## src/rtl/ctel_pkg.sv

```systemverilog
// ----------------------------------------------------------------------------
// ctel_pkg
// Shared types and constants of the typed CSR edge lookup: table sizes,
// field widths, item codes and the beat formats of all channels.
// ----------------------------------------------------------------------------
package ctel_pkg;

    // Table sizes
    localparam int MAX_NODES  = 1024;
    localparam int MAX_EDGES  = 8192;
    localparam int MAX_TYPES  = 8;
    localparam int ROW_DEPTH  = MAX_NODES + 1;
    localparam int TEND_DEPTH = MAX_NODES * MAX_TYPES;

    // Field widths
    localparam int NODE_W  = 10;
    localparam int TYPE_W  = 3;
    localparam int VAL_W   = 14;
    localparam int IDX_W   = 14;
    localparam int POS_W   = 13;
    localparam int KIND_W  = 3;
    localparam int NC_W    = 11;
    localparam int TC_W    = 4;
    localparam int ROW_AW  = $clog2(ROW_DEPTH);
    localparam int TEND_AW = $clog2(TEND_DEPTH);
    localparam int EDGE_AW = $clog2(MAX_EDGES);
    localparam int NODE_AW = $clog2(MAX_NODES);

    // Configuration port
    localparam int CFG_W     = 11;
    localparam int CFG_IDX_W = 1;
    localparam logic [CFG_IDX_W-1:0] CFG_NODE_COUNT = 1'b0;
    localparam logic [CFG_IDX_W-1:0] CFG_TYPE_COUNT = 1'b1;
    localparam logic [TC_W-1:0]      TYPE_COUNT_RST = 4'd1;

    // Item kinds on the input channel
    localparam logic [KIND_W-1:0] KIND_ROW_WR  = 3'd0;
    localparam logic [KIND_W-1:0] KIND_TEND_WR = 3'd1;
    localparam logic [KIND_W-1:0] KIND_NBR_WR  = 3'd2;
    localparam logic [KIND_W-1:0] KIND_TYPE_WR = 3'd3;
    localparam logic [KIND_W-1:0] KIND_DIR     = 3'd4;
    localparam logic [KIND_W-1:0] KIND_UND     = 3'd5;

    // Command queue between front and back
    localparam int QUEUE_DEPTH = 4;
    localparam int Q_PTR_W     = $clog2(QUEUE_DEPTH);
    localparam int Q_CNT_W     = $clog2(QUEUE_DEPTH + 1);

    typedef enum logic [2:0] {
        OP_ROW_WR,
        OP_TEND_WR,
        OP_NBR_WR,
        OP_TYPE_WR,
        OP_DIR,
        OP_UND
    } op_t;

    typedef struct packed {
        logic [KIND_W-1:0] kind;
        logic [IDX_W-1:0]  write_index;
        logic [VAL_W-1:0]  write_value;
        logic [NODE_W-1:0] node_a;
        logic [NODE_W-1:0] node_b;
    } item_t;

    typedef struct packed {
        logic             found;
        logic [POS_W-1:0] edge_position;
        logic             reversed;
    } result_t;

    // One classified command in the queue
    typedef struct packed {
        op_t               op;
        logic [IDX_W-1:0]  index;
        logic [VAL_W-1:0]  value;
        logic [NODE_W-1:0] node_a;
        logic [NODE_W-1:0] node_b;
        logic              nodes_ok;
    } cmd_t;

    // Queue status seen by the back end
    typedef struct packed {
        logic valid;
        logic full;
    } q_stat_t;

endpackage

```

## src/rtl/ctel_queue.sv

```systemverilog
// ----------------------------------------------------------------------------
// ctel_queue
// Short in-order command queue that decouples the front from the back.
// ----------------------------------------------------------------------------
module ctel_queue (
    input  logic              clk,
    input  logic              rst_n,
    input  logic              push,
    input  ctel_pkg::cmd_t    push_cmd,
    input  logic              pop,
    output ctel_pkg::cmd_t    head,
    output ctel_pkg::q_stat_t stat
);
    import ctel_pkg::*;

    cmd_t               slot_reg [QUEUE_DEPTH];
    logic [Q_PTR_W-1:0] wr_ptr_reg;
    logic [Q_PTR_W-1:0] rd_ptr_reg;
    logic [Q_CNT_W-1:0] count_reg;
    logic               do_push;
    logic               do_pop;

    assign stat.valid = count_reg != '0;
    assign stat.full  = count_reg == Q_CNT_W'(QUEUE_DEPTH);
    assign do_push    = push && !stat.full;
    assign do_pop     = pop && stat.valid;
    assign head       = slot_reg[rd_ptr_reg];

    // Storage
    always_ff @(posedge clk)
    begin
        if (do_push)
            slot_reg[wr_ptr_reg] <= push_cmd;
    end

    // Pointers and fill count
    always_ff @(posedge clk or negedge rst_n)
    begin
        if (!rst_n)
        begin
            wr_ptr_reg <= '0;
            rd_ptr_reg <= '0;
            count_reg  <= '0;
        end
        else
        begin
            if (do_push)
                wr_ptr_reg <= wr_ptr_reg + 1'b1;
            if (do_pop)
                rd_ptr_reg <= rd_ptr_reg + 1'b1;
            if (do_push && !do_pop)
                count_reg <= count_reg + 1'b1;
            else if (do_pop && !do_push)
                count_reg <= count_reg - 1'b1;
        end
    end

endmodule

```

## config.mk

```make
export PLATFORM = sky130hd
export DESIGN_NAME = ctel_queue
export DESIGN_NICKNAME = d
export VERILOG_FILES = /design/src/rtl/ctel_pkg.sv /design/src/rtl/ctel_queue.sv
export SDC_FILE = /design/constraint.sdc
export NUM_CORES = 1
export LEC_CHECK = 0
export ABC_AREA = 1
export BUFFER_PORTS_ARGS = -buffer_cell sky130_fd_sc_hd__buf_4
export CAP_MARGIN = 20
export CORE_ASPECT_RATIO = 1.25
export CORE_MARGIN = 2
export CORE_UTILIZATION = 45
export DETAILED_ROUTE_END_ITERATION = 8
export PLACE_DENSITY = 0.72
export SLEW_MARGIN = 20
export SYNTH_ARGS = -nofsm -noshare
export SYNTH_HDL_FRONTEND = slang
export SYNTH_SLANG_ARGS = --single-unit
```

## constraint.sdc

```tcl
create_clock -name clk -period 3.2 [get_ports clk]
set_clock_uncertainty 0.05 [all_clocks]
set_input_delay 0.48 -clock clk [delete_from_list [all_inputs] [get_ports clk]]
set_output_delay 0.48 -clock clk [all_outputs]
set_load 0.005 [all_outputs]
```

==> run_results.csv <==
group,metric,value,unit
status,status,"completed",
grt,antenna_found_initial,1,
setup_path,cp_common_cell,"nand2_1",
setup_path,path_cells,"inv_6 -> buf_12 -> nand2_1 -> o211ai_1 -> nand2_1 -> buf_4",
drt,vias,5078,
drt,viasPerCell,4.930,
timing,rsz0062_at_grt,"no",
drt,drt_iter0_drc,327,
die,ios,110,
grt,grt_overflow_total,0,
placement,hpwl,9130,um
timing,period_share,0.8434,
timing,final_max_slew_viol_count,0,
cts,cts_resized,0,
synth,synth_area_per_cell,13.14,um2
timing,hold_violations,0,
die,die_w,128.8,um
timing,tightestPinTransition,0.7022,ns
die,core,19260,um2
setup_path,cp_top_family,"buffers and inverters",
cts,cts_buffer_depth,3,
hold_path,worstHoldPathType,"in2reg",
finish,syn_to_final_growth,19.97,%
setup_path,setup.worst_path.start_class,"flip-flop",
job,cap_violations,0,
power,max-vdd-ir-drop,0.5502,mV
power,leakage,4.262,nW
synth,syn-cell-area,8766,um2
setup_path,arrival,2.17,ns
cts,cts.sinks,215,
synth,synth.distinct_cells,15,
cts,clockRootBuffer,"clkbuf_16",
grt,grt_pass1_vias,5084,
timing,min_period,2.699,ns
synth,syn_inst,667,
setup_path,cp_slowest_cell,"dfrtp_1",
synth,syn_nets,729,
setup_path,crit_type,"reg2out",
drt,ant_nets,0,
setup_path,worstSetupEndpointType,"primary output",
drt,post-route-drc-count,0,
die,die_area,20620,um2
setup_path,worstSetupPathDepth,6,
setup_path,r2r_cells,9,
grt,grt_max_degree,106,
placement,place.port_buffers,109,
placement,gp_congestion,0.6842,
setup_path,crit_fanout,105,
cts,cts_buffers,22,
setup_path,worst_path_largest_cell_delay,0.44,ns
synth,yosys_warnings,0,
cts,ctsHoldBuffers,1,
synth,ys_ff_latch,215,
setup_path,critical_path_buf_inv_count,3,
timing,slew_headroom,0.5318,
die,die_h,160.0,um
die,num_rows,57,
finish,layout-drive-gt1-share,0.2018,
hold_path,worstHoldPathCells,1,
finish,final_cell_mix,"edfxtp_1, nand2_1, inv_1",
cts,clk_latency,0.49,ns
timing,setup_viol,0,
drt,totalWireLength,15780,um
power,power,9.611,mW
synth,yosysSeqAreaShare,0.7325,
finish,final_core_util,0.5461,
grt,grt_pass1_wl,25070,um
cts,cts_tree,"yes",
grt,grt_usage,0.1540,
finish,largest_reg_flops,208,
drt,firstDrtPassIters,4,
cts,cts.clk_slew.worst_paths,0.06,ns
setup_path,crit_required,2.67,ns
timing,fmax,370.5,MHz
cts,cts_setup_buffers,0,
finish,fillers,1549,
die,start_util,0.4552,
finish,nNetsFinal,839,
cts,htreeDepth,1,
finish,layout_commonest_cell,"edfxtp_1",
power,powerDensity,913.9,nW/um2
drt,drt-wirelength-per-cell,15.32,um
-- layout make-up --
cell class	instances	area, um2	share of cell area
clock buffers	25	583.1	0.05544
flip-flops and latches	215	6422	0.6107
inverters	120	455.4	0.04331
well taps	236	295.3	0.02808
multi-input cells	298	1617	0.1537
clock inverters	15	175.2	0.01666
diodes	1	2.502	0.0002380
repair buffers	120	965.9	0.09185
-- worst register-to-register path: cells and delay by family (launching register included) --
family	cells	cell delay, ns
flops	1	0.40
buf+inv	3	0.27
compound gates	1	0.08
simple gates	3	0.62
fa+ha+maj	2	0.63
-- worst paths after layout --
kind	from	endpoint	slack (ns)
min reg2reg	count_reg[2]	count_reg[2]	0.46
max reg2reg	count_reg[1]	count_reg[1]	1.03
max in group asynchronous	rst_n	rd_ptr_reg[1]	2.68
max	rd_ptr_reg[0]	head[50]	0.50
min	push_cmd[43]	slot_reg[1][43]	0.13
min in group asynchronous	rst_n	rd_ptr_reg[1]	0.29
-- metrics by stage --
step / setup TNS (ns) / area (um2) / hold WS [ns] / instances / setup WS (ns)
2_1_floorplan: -45.48 / 8766 / 0.1344 / 667 / -0.2187
3_3_place_gp: 0 / 9746 / 0.2483 / 988 / 1.108
3_5_place_dp: 0 / 9746 / 0.2506 / 988 / 1.018
4_1_cts: 0 / 10510 / 0.1143 / 1029 / 0.5069
5_1_grt: 0 / 10510 / 0.1174 / 1029 / 0.3514
6_report: 0 / 10520 / 0.1317 / 1030 / 0.5012
-- kinds of logic after synthesis --
family,Yosys count,synth area share
flip-flops,215,0.7325
AND/OR/NAND/NOR,186,0.08093
buffers and inverters,154,0.08650
AO/OA/AOI/OAI,105,0.08964
adder cells (fa/ha/maj),6,0.009421
XOR/XNOR,1,0.0009993
-- power breakdown --
part           internal [mW]  switching [mW]  leakage, nW  total [mW]
clock                   1.57            1.03        0.358        2.59
sequential              3.70           0.141         1.99        3.85
combinational           1.30            1.87         1.91        3.17
-- cells in the mapped netlist --
library cell	count	area share
edfxtp_1	208	0.71
fa_1	1	0.0023
nand2_1	174	0.075
buf_6	22	0.028
o211ai_1	104	0.089
o21ai_0	1	0.00057
inv_2	2	0.00086
buf_2	12	0.0069
dfrtp_1	7	0.020
inv_1	118	0.051
nand4_1	1	0.00071
nand3_1	7	0.0040
ha_1	5	0.0071
xnor2_1	1	0.0010
nor2_1	4	0.0017
-- routing by layer --
metal	track usage	part of all wire
met4	0.04150	0.016
met3	0.03149	0.056
met2	0.2790	0.52
met1	0.1853	0.40
met5	0	0
(Power assumes the default switching activity.)
