[src/rtl/ctel_pkg.sv]
// ----------------------------------------------------------------------------
// ctel_pkg
// Shared types and constants of the typed CSR edge lookup: table sizes,
// field widths, item codes and the beat formats of all channels.
// ----------------------------------------------------------------------------
package ctel_pkg;

    // Table sizes
    localparam int MAX_NODES  = 1024;
    localparam int MAX_EDGES  = 8192;
    localparam int MAX_TYPES  = 8;
    localparam int ROW_DEPTH  = MAX_NODES + 1;
    localparam int TEND_DEPTH = MAX_NODES * MAX_TYPES;

    // Field widths
    localparam int NODE_W  = 10;
    localparam int TYPE_W  = 3;
    localparam int VAL_W   = 14;
    localparam int IDX_W   = 14;
    localparam int POS_W   = 13;
    localparam int KIND_W  = 3;
    localparam int NC_W    = 11;
    localparam int TC_W    = 4;
    localparam int ROW_AW  = $clog2(ROW_DEPTH);
    localparam int TEND_AW = $clog2(TEND_DEPTH);
    localparam int EDGE_AW = $clog2(MAX_EDGES);
    localparam int NODE_AW = $clog2(MAX_NODES);

    // Configuration port
    localparam int CFG_W     = 11;
    localparam int CFG_IDX_W = 1;
    localparam logic [CFG_IDX_W-1:0] CFG_NODE_COUNT = 1'b0;
    localparam logic [CFG_IDX_W-1:0] CFG_TYPE_COUNT = 1'b1;
    localparam logic [TC_W-1:0]      TYPE_COUNT_RST = 4'd1;

    // Item kinds on the input channel
    localparam logic [KIND_W-1:0] KIND_ROW_WR  = 3'd0;
    localparam logic [KIND_W-1:0] KIND_TEND_WR = 3'd1;
    localparam logic [KIND_W-1:0] KIND_NBR_WR  = 3'd2;
    localparam logic [KIND_W-1:0] KIND_TYPE_WR = 3'd3;
    localparam logic [KIND_W-1:0] KIND_DIR     = 3'd4;
    localparam logic [KIND_W-1:0] KIND_UND     = 3'd5;

    // Command queue between front and back
    localparam int QUEUE_DEPTH = 4;
    localparam int Q_PTR_W     = $clog2(QUEUE_DEPTH);
    localparam int Q_CNT_W     = $clog2(QUEUE_DEPTH + 1);

    typedef enum logic [2:0] {
        OP_ROW_WR,
        OP_TEND_WR,
        OP_NBR_WR,
        OP_TYPE_WR,
        OP_DIR,
        OP_UND
    } op_t;

    typedef struct packed {
        logic [KIND_W-1:0] kind;
        logic [IDX_W-1:0]  write_index;
        logic [VAL_W-1:0]  write_value;
        logic [NODE_W-1:0] node_a;
        logic [NODE_W-1:0] node_b;
    } item_t;

    typedef struct packed {
        logic             found;
        logic [POS_W-1:0] edge_position;
        logic             reversed;
    } result_t;

    // One classified command in the queue
    typedef struct packed {
        op_t               op;
        logic [IDX_W-1:0]  index;
        logic [VAL_W-1:0]  value;
        logic [NODE_W-1:0] node_a;
        logic [NODE_W-1:0] node_b;
        logic              nodes_ok;
    } cmd_t;

    // Queue status seen by the back end
    typedef struct packed {
        logic valid;
        logic full;
    } q_stat_t;

endpackage

[src/rtl/ctel_front.sv]
// ----------------------------------------------------------------------------
// ctel_front
// Holds the configuration registers, accepts input beats and classifies
// them into queue commands; drops out-of-range writes and unused kinds.
// ----------------------------------------------------------------------------
module ctel_front (
    input  logic                          clk,
    input  logic                          rst_n,
    input  logic                          cfg_write,
    input  logic [ctel_pkg::CFG_IDX_W-1:0] cfg_index,
    input  logic [ctel_pkg::CFG_W-1:0]    cfg_data,
    input  logic                          start,
    input  ctel_pkg::item_t               item,
    input  ctel_pkg::q_stat_t             q_stat,
    output logic                          busy,
    output logic                          push,
    output ctel_pkg::cmd_t                cmd,
    output logic [ctel_pkg::TC_W-1:0]     type_count
);
    import ctel_pkg::*;

    logic [NC_W-1:0] node_count_reg;
    logic [TC_W-1:0] type_count_reg;
    logic            keep;

    // Configuration registers
    always_ff @(posedge clk or negedge rst_n)
    begin
        if (!rst_n)
        begin
            node_count_reg <= '0;
            type_count_reg <= TYPE_COUNT_RST;
        end
        else if (cfg_write)
        begin
            unique case (cfg_index)
                CFG_NODE_COUNT: node_count_reg <= cfg_data;
                CFG_TYPE_COUNT: type_count_reg <= cfg_data[TC_W-1:0];
                default: ;
            endcase
        end
    end

    // Classify the beat
    always_comb
    begin
        cmd.index    = item.write_index;
        cmd.value    = item.write_value;
        cmd.node_a   = item.node_a;
        cmd.node_b   = item.node_b;
        cmd.nodes_ok = ({1'b0, item.node_a} < node_count_reg)
                    && ({1'b0, item.node_b} < node_count_reg);
        cmd.op       = OP_DIR;
        keep         = 1'b0;
        unique case (item.kind)
            KIND_ROW_WR:
            begin
                cmd.op = OP_ROW_WR;
                keep   = item.write_index < IDX_W'(ROW_DEPTH);
            end
            KIND_TEND_WR:
            begin
                cmd.op = OP_TEND_WR;
                keep   = item.write_index < IDX_W'(TEND_DEPTH);
            end
            KIND_NBR_WR:
            begin
                cmd.op = OP_NBR_WR;
                keep   = item.write_index < IDX_W'(MAX_EDGES);
            end
            KIND_TYPE_WR:
            begin
                cmd.op = OP_TYPE_WR;
                keep   = item.write_index < IDX_W'(MAX_NODES);
            end
            KIND_DIR:
            begin
                cmd.op = OP_DIR;
                keep   = 1'b1;
            end
            KIND_UND:
            begin
                cmd.op = OP_UND;
                keep   = 1'b1;
            end
            default: keep = 1'b0;
        endcase
    end

    assign busy       = q_stat.full;
    assign push       = start && !q_stat.full && keep;
    assign type_count = type_count_reg;

endmodule

[config.mk]
export PLATFORM = sky130hd
export DESIGN_NAME = ctel_front
export DESIGN_NICKNAME = d
export VERILOG_FILES = /design/src/rtl/ctel_pkg.sv /design/src/rtl/ctel_front.sv
export SDC_FILE = /design/constraint.sdc
export NUM_CORES = 1
export LEC_CHECK = 0
export BUFFER_PORTS_ARGS = -buffer_cell sky130_fd_sc_hd__buf_2
export CAP_MARGIN = 0
export CORE_UTILIZATION = 34
export CTS_BUF_LIST = sky130_fd_sc_hd__clkbuf_16
export CTS_CLUSTER_DIAMETER = 120
export CTS_CLUSTER_SIZE = 30
export DETAILED_ROUTE_END_ITERATION = 16
export PLACE_DENSITY = 0.77
export SYNTH_ARGS = -nofsm -noshare
export SYNTH_HDL_FRONTEND = slang
export SYNTH_SLANG_ARGS = --single-unit
[constraint.sdc]
create_clock -name clk -period 1.4 [get_ports clk]
set_input_delay 0.07 -clock clk [delete_from_list [all_inputs] [get_ports clk]]
set_output_delay 0.07 -clock clk [all_outputs]
set_load 0.05 [all_outputs]
==> flow_metrics.py, run 1 <==
metrics = {
    "cells_and_area": {
        "fillers": 387,
        "n_antenna_cell": 0,
        "drive_gt1_frac": 0.619,
        "nets": 314,
        "largest_register_ffs": 11,
        "fin_util": 0.477,
        "area_delta_synth_final_pct": 34.7,
    },
    "power": {
        "p_total_w": 0.00197,
        "internal_power_w": 0.00122,
        "leakagePower_nw": 0.986,
        "ir_worst_vdd_v": 0.000852,
        "pwr-share-comb": 0.460,
        "p_sw_frac": 0.382,
        "p_per_area_nw_per_um2": 1040,
        "sequentialPowerShare": 0.264,
        "switching_power_w": 0.000754,
        "clkPwrFrac": 0.276,
    },
    "global_route": {
        "top_usage_layer": "met2",
        "grt_antenna_before_repair": 0,
        "grt_pass1_wl_mm": 4.91,
        "grt_pass1_vias": 1194,
        "gr-usage-met3": 0.0207,
        "grt-ovfl-total": 0,
        "grtUsageTotal": 0.150,
        "met1_usage": 0.159,
        "use_met2": 0.287,
        "grt_max_degree": 16,
    },
    "floorplan": {
        "io_pins": 127,
        "start_util": 0.354,
        "dieArea_sq_um": 4390,
        "die_w_um": 66.3,
        "die_height_um": 66.3,
        "core_area_sq_um": 3970,
        "floorplan.rows": 23,
    },
    "route": {
        "wl_mm": 3.19,
        "drtAntennaViolNets": 0,
        "vias_per_cell": 4.65,
        "drc_errors": 0,
        "dr.pass1.iters": 4,
        "wl_per_cell_um": 11.6,
        "via_count": 1284,
        "dr.first_iter.drc_count": 22,
    },
    "placement": {
        "io_buffers": 97,
        "post-dp-hpwl_mm": 2.77,
        "place_congestion": 0.815,
    },
    "setup_path": {
        "crit_arrival_ns": 1.91,
        "cp-end-kind": "primary output",
        "crit_required_ns": 1.33,
        "crit_type": "reg -> out",
        "crit_path_max_fanout": 3,
        "ff2ff_path_depth": 2,
        "r2r_slack_ns": 0.53,
        "startpoint": "node_count_reg[9]$_DFFE_PN0P_",
        "r2r_start": "node_count_reg[0]$_DFFE_PN0P_",
        "r2r_end": "node_count_reg[0]$_DFFE_PN0P_",
        "start_kind": "register",
    },
    "yosys": {
        "netlist-cell-type-count": 25,
        "seq_area_frac_synth": 0.268,
        "mappedNetlistNets": 246,
        "synth_edf_count": 0,
        "yosysMostFrequentCell": "buf_4",
        "synthTopCellsByCount": "buf_4 (49), ha_1 (18), dfrtp_1 (14)",
        "ys_ff_latch": 15,
        "yosys.area.top_type_share": 0.262,
        "ys.flop_type": "dfrtp_1",
        "async_reset_ff_frac": 1.00,
        "avgSynthCellArea_sq_um": 8.84,
        "synth_top_cell_by_area": "buf_4",
        "synthTopCellsByArea": "buf_4 (26%), dfrtp_1 (25%), ha_1 (16%)",
        "synth_area_sq_um": 1410,
        "syn_inst": 159,
        "yosysWarnings": 0,
    },
    "worst_hold_path": {
        "hold_start": "cfg_data[7]",
        "holdPathEnd": "node_count_reg[7]$_DFFE_PN0P_",
        "hp-class": "in -> reg",
        "min_path_cells": 3,
    },
    "sta": {
        "grt_setup_unrepaired": "yes",
        "layout_min_cycle_time_ns": 1.98,
        "clock_skew_ns": 0,
        "slew_headroom": 0.716,
        "fin_ws_ns": -0.579,
        "setup_viol": 1,
        "final.period_utilization": 1.41,
        "fin_setup_tns_ns": -0.579,
        "tightest_slew_ns": 0.415,
        "fmax_ghz": 0.505,
        "drv_slew": 0,
        "finalHoldViolCount": 0,
    },
    "run_status": {
        "violations": "setup timing",
        "status": "finished with violations",
    },
    "clock_tree": {
        "path_clk_slew_ns": 0.05,
        "cts_buffer_depth": 2,
        "cts_made_buffers": 3,
        "clock-sinks": 15,
        "clock_latency_ns": 0.24,
        "clockRootBuffer": "clkbuf_16",
        "cts_tree": "yes",
        "post-cts-setup-buffers": 0,
        "htreeDepth": 1,
    },
    "job": {
        "drv_cap": 0,
    },
}
[per-stage QoR]
stage / setup slack, ns / hold WS, ns / cell area [sq um] / std cells
2_1_floorplan: -0.184 / -0.226 / 1470 / 159
5_1_grt: -0.635 / 0.0523 / 1890 / 276
3_5_place_dp: -0.430 / -0.00447 / 1760 / 271
6_report: -0.579 / 0.0346 / 1890 / 276
4_1_cts: -0.586 / 0.0299 / 1880 / 276
3_3_place_gp: -0.371 / -0.0132 / 1760 / 271
[layout by cell type, fill, tap and decap left out, types with 3 or more instances in the layout]
| master | synthesis | routed |
|---|---|---|
| clkbuf_16 | 0 | 3 |
| nand2_1 | 11 | 11 |
| nand2b_1 | 3 | 3 |
| inv_2 | 0 | 5 |
| nand3_1 | 7 | 6 |
| ha_4 | 0 | 5 |
| ha_1 | 18 | 13 |
| mux2_2 | 6 | 6 |
| dfrtp_1 | 14 | 14 |
| a21oi_1 | 9 | 8 |
| o21ai_0 | 9 | 9 |
| buf_2 | 1 | 95 |
| inv_1 | 10 | 6 |
| buf_4 | 49 | 18 |
[worst max path at each step]
stage	to	slack, ns	cells past startpoint
after detailed placement	cmd[0]	-0.43	7
final	cmd[0]	-0.58	6
after floorplan	cmd[0]	-0.18	5
after global routing	cmd[0]	-0.64	6
after CTS	cmd[0]	-0.59	6
after global placement	cmd[0]	-0.37	7
[logic make-up after synthesis]
group | synth area share
DFF | 0.268
adders and majority gates | 0.160
muxes | 0.0481
and+or+nand+nor | 0.116
AOI/OAI and AO/OA | 0.110
buffers and inverters | 0.297
[critical path, stage by stage, from the launching register on]
cell	delay, ns
dfrtp_1	0.34
inv_2	0.06
ha_4	0.27
nand3_2	0.09
or4_4	0.52
a31o_4	0.23
buf_6	0.15
[final cells by class]
class	instances	area, sq um	area share
tap	50	62.6	0.0330
clock buffer	3	75.1	0.0397
inverter	10	37.5	0.0198
timing repair buffer	115	632	0.334
multi-input combinational	82	706	0.373
clock inverter	1	3.75	0.00198
sequential	15	377	0.199
[power by group through the flow]
stage / logic, W / registers (W) / clock network, W
2_1_floorplan: 0.000676 / 0.000586 / 0
3_3_place_gp: 0.000863 / 0.000524 / 0
3_5_place_dp: 0.000877 / 0.000526 / 0
4_1_cts: 0.000913 / 0.000521 / 0.000559
5_1_grt: 0.000990 / 0.000530 / 0.000579
6_report: 0.000907 / 0.000521 / 0.000545
[per-layer routing]
metal	vias to the layer above	share of wire
met3	6	0.092
met5	-	0
li1	637	-
met1	563	0.39
met2	78	0.50
met4	0	0.016
[what timing repair did]
item                                   CTS  global route
setup endpoints to repair                1             2
pin swaps                                1             0
resized for setup                        8             3
hold buffers                             1             0
endpoints found under the hold margin   14             0
No activity file was read; power rests on OpenSTA's default activity.
==> run 2: changes to the inputs <==
Settings changed: REMOVE_ABC_BUFFERS set to 1.
==> run 2 against run 1 <==
  * The flow still finishes with violations (setup timing)
  * Via count shrank 3.5%
  * Final cell count decreased by 2.5%
  * Die area is the same
  * Clock skew is the same
  * Routed wire length increased by 3.8%
  * Sequential cell count unchanged
  * Critical endpoint unchanged
  * Maximum frequency rose by 0.15%
  * Utilization fell by 1.2 points
==> flow_metrics.py, run 2 (synthesized netlist as in run 1, its figures left out) <==
metrics = {
    "sta": {
        "setup_viol": 1,
        "final.period_utilization": 1.41,
        "grt_setup_unrepaired": "yes",
        "drv_slew": 0,
        "tightest_slew_ns": 0.390,
        "whs_ns": 0.0319,
        "clock_skew_ns": 0,
        "fin_ws_ns": -0.576,
        "layout_min_cycle_time_ns": 1.98,
        "slew_headroom": 0.733,
        "fmax_ghz": 0.506,
        "finalHoldViolCount": 0,
    },
    "job": {
        "drv_cap": 0,
    },
    "setup_path": {
        "ff2ff_path_depth": 2,
        "cp-end-kind": "primary output",
        "r2r_start": "node_count_reg[0]$_DFFE_PN0P_",
        "crit_path_max_fanout": 3,
        "r2r_end": "node_count_reg[0]$_DFFE_PN0P_",
        "crit_type": "reg -> out",
        "r2r_slack_ns": 0.53,
        "crit_required_ns": 1.33,
        "start_kind": "register",
        "startpoint": "node_count_reg[6]$_DFFE_PN0P_",
        "crit_arrival_ns": 1.91,
    },
    "global_route": {
        "grt-ovfl-total": 0,
        "grt_max_degree": 21,
        "grt_pass1_vias": 1115,
        "grt_pass1_wl_mm": 4.98,
        "grtUsageTotal": 0.150,
        "grt_antenna_before_repair": 0,
    },
    "placement": {
        "dp_cells": 264,
        "post-dp-hpwl_mm": 2.73,
        "place_congestion": 0.758,
        "io_buffers": 97,
    },
    "run_status": {
        "violations": "setup timing",
        "status": "finished with violations",
    },
    "power": {
        "ir_worst_vdd_v": 0.000805,
        "p_total_w": 0.00196,
        "p_per_area_nw_per_um2": 1060,
        "leakagePower_nw": 0.952,
    },
    "route": {
        "dr.first_iter.drc_count": 35,
        "drc_errors": 0,
        "vias_per_cell": 4.61,
        "wl_mm": 3.31,
        "via_count": 1239,
        "drtAntennaViolNets": 0,
        "wl_per_cell_um": 12.3,
        "dr.pass1.iters": 6,
    },
    "cells_and_area": {
        "area_delta_synth_final_pct": 31.3,
        "layout_common_cells": "buf_2 (95), dfrtp_1 (14), ha_1 (12)",
        "n_antenna_cell": 0,
        "multiInputGateArea_sq_um": 697,
        "stdcell_count": 269,
        "largest_register_ffs": 11,
        "fillers": 390,
        "seq_area_sq_um": 377,
        "drive_gt1_frac": 0.584,
        "layout_commonest_cell": "buf_2",
        "nets": 307,
    },
    "floorplan": {
        "dieArea_sq_um": 4390,
        "die_height_um": 66.3,
        "floorplan.rows": 23,
        "start_util": 0.354,
        "io_pins": 127,
        "die_w_um": 66.3,
        "core_area_sq_um": 3970,
    },
    "worst_hold_path": {
        "holdPathEnd": "node_count_reg[8]$_DFFE_PN0P_",
        "hp-class": "in -> reg",
        "hold_start": "cfg_data[8]",
        "min_path_cells": 3,
    },
    "clock_tree": {
        "cts_made_buffers": 3,
        "htreeDepth": 1,
        "clock-sinks": 15,
        "cts_buffer_depth": 2,
        "clockRootBuffer": "clkbuf_16",
        "clock_latency_ns": 0.24,
        "post-cts-setup-buffers": 0,
        "cts_tree": "yes",
        "path_clk_slew_ns": 0.05,
    },
}
[run 2: changes by cell type in the layout (fill, tap and decap cells not counted), sizes merged]
cell    before  now
buf        114  106
clkbuf       3    4
[run 2: per-stage QoR]
| step | TNS, ns | cell area, sq um | worst slack, ns | utilization |
|---|---|---|---|---|
| final | -0.576 | 1840 | -0.576 | 0.464 |
| after CTS | -0.566 | 1840 | -0.566 | 0.463 |
| after floorplan | -0.374 | 1020 | -0.293 | - |
| after detailed placement | -0.409 | 1660 | -0.409 | 0.418 |
| after global placement | -0.366 | 1660 | -0.366 | 0.418 |
| after global routing | -0.638 | 1840 | -0.638 | 0.464 |
[run 2: per-layer routing]
metal	up-vias	share of wire	track usage
met1	548	0.42	0.178
met5	-	0	0
li1	621	-	-
met2	68	0.47	0.245
met4	0	0.0036	0.0319
met3	2	0.098	0.0724
[run 2: critical path, cell delays in order, from the launching register on]
cell and delay, ns:
dfrtp_1 0.34, inv_2 0.06, ha_4 0.27, o2111ai_2 0.11
or4_1 0.53, a31o_1 0.21, buf_6 0.15
[run 2: repair_timing]
| item | 4_1_cts | 5_1_grt |
|---|---|---|
| endpoints found under the setup margin | 1 | 2 |
| pin swaps | 4 | 0 |
| gates resized for setup | 13 | 2 |
| endpoints found under the hold margin | 14 | 0 |
| hold buffers | 1 | 0 |
[run 2: final cells by class]
cell class,instances,share of cell area
flip-flops and latches,15,0.204
multi-input cells,82,0.378
inverters,10,0.0204
clock buffers,3,0.0407
clock inverters,1,0.00204
repair buffers,108,0.321
well taps,50,0.0339
[run 2: how the worst max path moves through the flow]
stage,to,slack [ns],cells past startpoint
finish,cmd[0],-0.58,6
global route,cmd[0],-0.64,6
global placement,cmd[0],-0.37,6
detailed placement,cmd[0],-0.41,6
CTS,cmd[0],-0.57,6
floorplan,cmd[0],-0.29,5
[run 2: power breakdown]
| part | internal (W) | leakage (nW) | switching (W) |
|---|---|---|---|
| Combinational | 0.000328 | 0.729 | 0.000559 |
| Sequential | 0.000496 | 0.180 | 0.0000224 |
| Clock | 0.000378 | 0.0423 | 0.000176 |
| Total | 0.00120 | 0.952 | 0.000757 |
